--- src/sv/fbc_pkg.sv ---
// Package for the frustum box cull core: shared constants, plane tables and
// the stage-enable struct. Used by every other file in this folder.
package fbc_pkg;

  // Default widths of box coordinates and matrix entries.
  localparam int unsigned COORD_WIDTH_DEF = 24;
  localparam int unsigned COEF_WIDTH_DEF  = 16;

  // Matrix entries sit in 16-bit lanes of each 64-bit column register.
  localparam int unsigned COEF_LANE   = 16;
  localparam int unsigned COORD_FRAC  = 8;
  localparam int unsigned PLANE_COUNT = 6;
  localparam int unsigned AXIS_COUNT  = 3;
  localparam int unsigned TAG_WIDTH   = 32;

  // Configuration port.
  localparam int unsigned CFG_WIDTH     = 64;
  localparam int unsigned CFG_IDX_WIDTH = 3;
  localparam int unsigned COL_COUNT     = 4;

  localparam logic [CFG_IDX_WIDTH-1:0] REG_MATRIX_COL0 = 3'd0;
  localparam logic [CFG_IDX_WIDTH-1:0] REG_MATRIX_COL1 = 3'd1;
  localparam logic [CFG_IDX_WIDTH-1:0] REG_MATRIX_COL2 = 3'd2;
  localparam logic [CFG_IDX_WIDTH-1:0] REG_MATRIX_COL3 = 3'd3;

  // Row 3 is the base of every plane; the other row is added or subtracted.
  localparam int unsigned BASE_ROW = 3;
  localparam int unsigned PLANE_ROW [PLANE_COUNT] = '{0, 0, 1, 1, 2, 2};
  localparam bit          PLANE_ADD [PLANE_COUNT] = '{1'b0, 1'b1, 1'b1, 1'b0, 1'b0, 1'b1};

  // Load enables of the product and sum stages inside each plane unit.
  typedef struct packed {
    logic s2;
    logic s3;
  } stage_en_t;

endpackage

--- src/sv/fbc_plane.sv ---
// One frustum plane: corner selection, three products, and the plane distance.
// Two register stages (products, then sum). Depends on fbc_pkg.
module fbc_plane #(
  parameter int unsigned COORD_WIDTH = fbc_pkg::COORD_WIDTH_DEF,
  parameter int unsigned COEF_WIDTH  = fbc_pkg::COEF_WIDTH_DEF
) (
  input  logic                          clk_i,
  input  logic                          rst_ni,
  input  fbc_pkg::stage_en_t            en_i,
  input  logic signed [COEF_WIDTH:0]    coef_i [fbc_pkg::COL_COUNT],
  input  logic signed [COORD_WIDTH-1:0] lo_i   [fbc_pkg::AXIS_COUNT],
  input  logic signed [COORD_WIDTH-1:0] hi_i   [fbc_pkg::AXIS_COUNT],
  output logic                          neg_o
);

  localparam int unsigned CW1 = COEF_WIDTH + 1;
  localparam int unsigned PW  = CW1 + COORD_WIDTH;
  localparam int unsigned SW  = PW + 2;

  logic signed [PW-1:0] prod_d  [fbc_pkg::AXIS_COUNT];
  logic signed [PW-1:0] prod_q  [fbc_pkg::AXIS_COUNT];
  logic signed [PW-1:0] const_d, const_q;
  logic signed [SW-1:0] sum_d, sum_q;

  // The corner farthest along the normal takes max only where the entry is positive.
  always_comb begin
    logic signed [COORD_WIDTH-1:0] corner;
    corner = '0;
    for (int a = 0; a < int'(fbc_pkg::AXIS_COUNT); a++) begin
      corner    = (coef_i[a] > 0) ? hi_i[a] : lo_i[a];
      prod_d[a] = PW'(coef_i[a]) * PW'(corner);
    end
    const_d = PW'(coef_i[fbc_pkg::COL_COUNT-1]) <<< fbc_pkg::COORD_FRAC;
  end

  always_ff @(posedge clk_i) begin
    if (en_i.s2) begin
      prod_q  <= prod_d;
      const_q <= const_d;
    end
  end

  assign sum_d = SW'(prod_q[0]) + SW'(prod_q[1]) + SW'(prod_q[2]) + SW'(const_q);

  always_ff @(posedge clk_i or negedge rst_ni) begin
    if (!rst_ni) begin
      sum_q <= '0;
    end else if (en_i.s3) begin
      sum_q <= sum_d;
    end
  end

  assign neg_o = sum_q[SW-1];

endmodule

--- config.mk ---
export PLATFORM = sky130hd
export DESIGN_NAME = fbc_plane
export DESIGN_NICKNAME = d
export VERILOG_FILES = /design/src/sv/fbc_pkg.sv /design/src/sv/fbc_plane.sv
export SDC_FILE = /design/constraint.sdc
export NUM_CORES = 2
export LEC_CHECK = 0
export ABC_AREA = 1
export ABC_CLOCK_PERIOD_IN_PS = 3500
export BUFFER_PORTS_ARGS = -buffer_cell sky130_fd_sc_hd__buf_2
export CAP_MARGIN = 20
export CORE_MARGIN = 2
export CORE_UTILIZATION = 45
export CTS_CLUSTER_DIAMETER = 80
export DETAILED_ROUTE_END_ITERATION = 10
export PLACE_DENSITY = 0.7
export SETUP_SLACK_MARGIN = 0.2
export SYNTH_ARGS = -nofsm -noshare
export SYNTH_HDL_FRONTEND = slang
export SYNTH_SLANG_ARGS = --single-unit
--- constraint.sdc ---
create_clock -name clk_i -period 3.5 [get_ports clk_i]
set_input_delay 0.525 -clock clk_i [delete_from_list [all_inputs] [get_ports clk_i]]
set_output_delay 0.525 -clock clk_i [all_outputs]
set_load 0.01 [all_outputs]
==> results.json <==
{
  "status": "finished with violations",
  "violations": "negative setup slack",
  "required_ps": 3670,
  "min_delay_path_depth": 1,
  "clkSlewWorstSetupHoldPaths_ps": 60,
  "setup_viol": 113,
  "die_area_sq_um": 120600,
  "clock_latency_ps": 430,
  "critPathBufInv": 11,
  "crit_path_top_delay_cell": "fa_1",
  "tns_ps": -289800,
  "min_from": "coef_i[10]",
  "synthAdderAreaFrac": 0.5629,
  "ys.flop_type": "edfxtp_1",
  "antennaDiodeCount": 0,
  "drv_slew": 0,
  "cp_max_fo": 7,
  "path_class": "input port to flip-flop",
  "synth-seq-cells": 141,
  "syn_avg_cell_area_sq_um": 8.620,
  "fin_nets": 9109,
  "crit_start": "coef_i[31]",
  "crit_path_start_kind": "input port",
  "synthSimpleGateAreaFrac": 0.1603,
  "finalHoldViolations": 0,
  "synth_xor_xnor_area_share": 0.01783,
  "die_y_um": 347.3,
  "coreArea_sq_um": 116500,
  "setup_ws_ps": -3098,
  "cts_sinks": 141,
  "synth_top_area_frac": 0.4820,
  "clockBufferDepth": 2,
  "worst_pin_slew_ps": 515.6,
  "cts_tree": "built",
  "drv_cap": 0,
  "clockRootBuffer": "clkbuf_16",
  "synth_area_sq_um": 53040,
  "synth_edf_count": 140,
  "cpMostUsedCell": "fa_1",
  "min_period_ps": 6598,
  "synth_compound_gate_area_share": 0.04652,
  "synth.distinct_cells": 49,
  "numCtsBuffers": 17,
  "routed_via_density": 5.083,
  "ctsHtreeMaxLevel": 4,
  "synthArstFlopShare": 0.007092,
  "place_hpwl_um": 141900,
  "vias": 44777,
  "synth_top_family_by_area": "adder cells",
  "finalWirelength_um": 166100,
  "syn_inst": 6153,
  "yosysMostFrequentCell": "inv_1",
  "antenna_found_initial": 2,
  "start_util": 0.4552,
  "r2r-start": "prod_q[40]",
  "critical_path_depth": 30,
  "grt_max_degree": 64,
  "end_kind": "flip-flop",
  "fin_skew_ps": 5.578,
  "portBuffers": 216,
  "crit_family": "adder cells",
  "hold_path.class": "input port to flip-flop",
  "grt.total_usage": 0.2795,
  "route.detailed.drc": 0,
  "synthTopCellsByArea": "fa_1 (48%), inv_1 (11%), ha_1 (8.1%), edfxtp_1 (7.9%), nand2_1 (7.8%)",
  "grt_pass1_wl_um": 262000,
  "dr.pass1.iters": 8,
  "reg2reg_depth": 12,
  "ioPinCount": 217,
  "ys_seq_area_frac": 0.07974,
  "arrival_ps": 6770,
  "final_layout_size_suffix_gt1_frac": 0.3317,
  "synth_top_area_cell": "fa_1",
  "slew_headroom": 0.6559,
  "drtIter0Drc": 3191,
  "yosys-top-cells-count": "inv_1 (1573), fa_1 (1277), nand2_1 (1108), nor2_1 (776), ha_1 (343)",
  "area_growth_pct": 32.44,
  "core.rowCount": 125,
  "yosys_warnings": 0,
  "cp_slowest_stage_delay_ps": 540,
  "grt_pass1_vias": 48407,
  "grt-ovfl-total": 0,
  "avgRoutedWirePerCell_um": 18.86,
  "synthMuxAreaShare": 0,
  "ant_nets": 0,
  "min_period_over_period": 1.885,
  "synth_nets": 7989,
  "fmax_ghz": 0.1516,
  "die_w_um": 347.3,
  "place.gp.congestion": 0.9712,
  "rsz0062_at_grt": "yes"
}
[area by class of cell]
class	count	area (sq um)
Timing Repair Buffer	1250	10320
Fill cell	9741	46270
Sequential cell	141	4229
Tap cell	1524	1907
Clock inverter	14	168.9
Multi-Input combinational cell	4229	46820
Timing Repair inverter	4	26.28
Clock buffer	18	429.2
Inverter	1630	6347
[metrics by stage]
stage	area, sq um	hold WS (ps)	util	worst slack, ps	std cells
after global routing	70240	254.2	0.6029	-3336	8810
after global placement	64090	299.8	0.5501	-3601	8571
final	70240	274.2	0.6029	-3098	8810
after CTS	67720	253.6	0.5812	-3039	8735
after floorplan	55480	229.4	-	-2781	6153
after detailed placement	64090	300.7	0.5501	-3637	8571
[state kept, by name, indices dropped and copies added (netlist names)]
register and count:
const_q 17, prod_q 123, sum_q 1
[per-layer routing]
| layer | GRT usage | wire length [um] | vias to the layer above |
|---|---|---|---|
| met5 | 0 | 11 | - |
| met1 | 0.3803 | 68040 | 22573 |
| met2 | 0.4654 | 79560 | 1722 |
| met3 | 0.04259 | 12970 | 338 |
| met4 | 0.07826 | 5546 | 2 |
| li1 | - | - | 20142 |
[cells by family (layout without fill, tap and decap cells)]
group,count (synthesis),in the layout
and+or+nand+nor,2122,2123
buffers and inverters,1784,2916
adders and majority gates,1620,1620
AOI/OAI and AO/OA,378,378
DFF,141,141
xor gates and xnor gates,108,108
[worst paths after layout]
| kind | end | slack, ps |
|---|---|---|
| hold / removal | const_q[18] | 270 |
| hold reg to reg | sum_q[42] | 480 |
| setup reg to reg | sum_q[42] | 230 |
| setup / recovery | prod_q[39] | -3100 |
| min in group asynchronous | sum_q[42] | 390 |
| max in group asynchronous | sum_q[42] | 3020 |
[cell usage in the layout, fill, tap and decap left out, types with 92 or more instances in the layout]
master,instances
buf_2,199
buf_4,841
buf_6,135
edfxtp_1,140
fa_1,1203
ha_1,238
ha_4,101
inv_1,1414
inv_2,152
nand2_1,918
nand2_2,150
nor2_1,595
nor2_2,121
nor2_4,92
[repair_timing]
action / 4_1_cts / 5_1_grt
endpoints found under the setup margin: 114 / 115
hold buffers: 1 / 0
pin swaps: 257 / 274
setup buffers: 120 / 74
endpoints found under the hold margin: 1 / 0
cloned: 11 / 1
resized for setup: 498 / 507
Power is left out: the tool's default activity adds up to more than one toggle a clock period on the data nets, which glitch-free logic cannot reach.
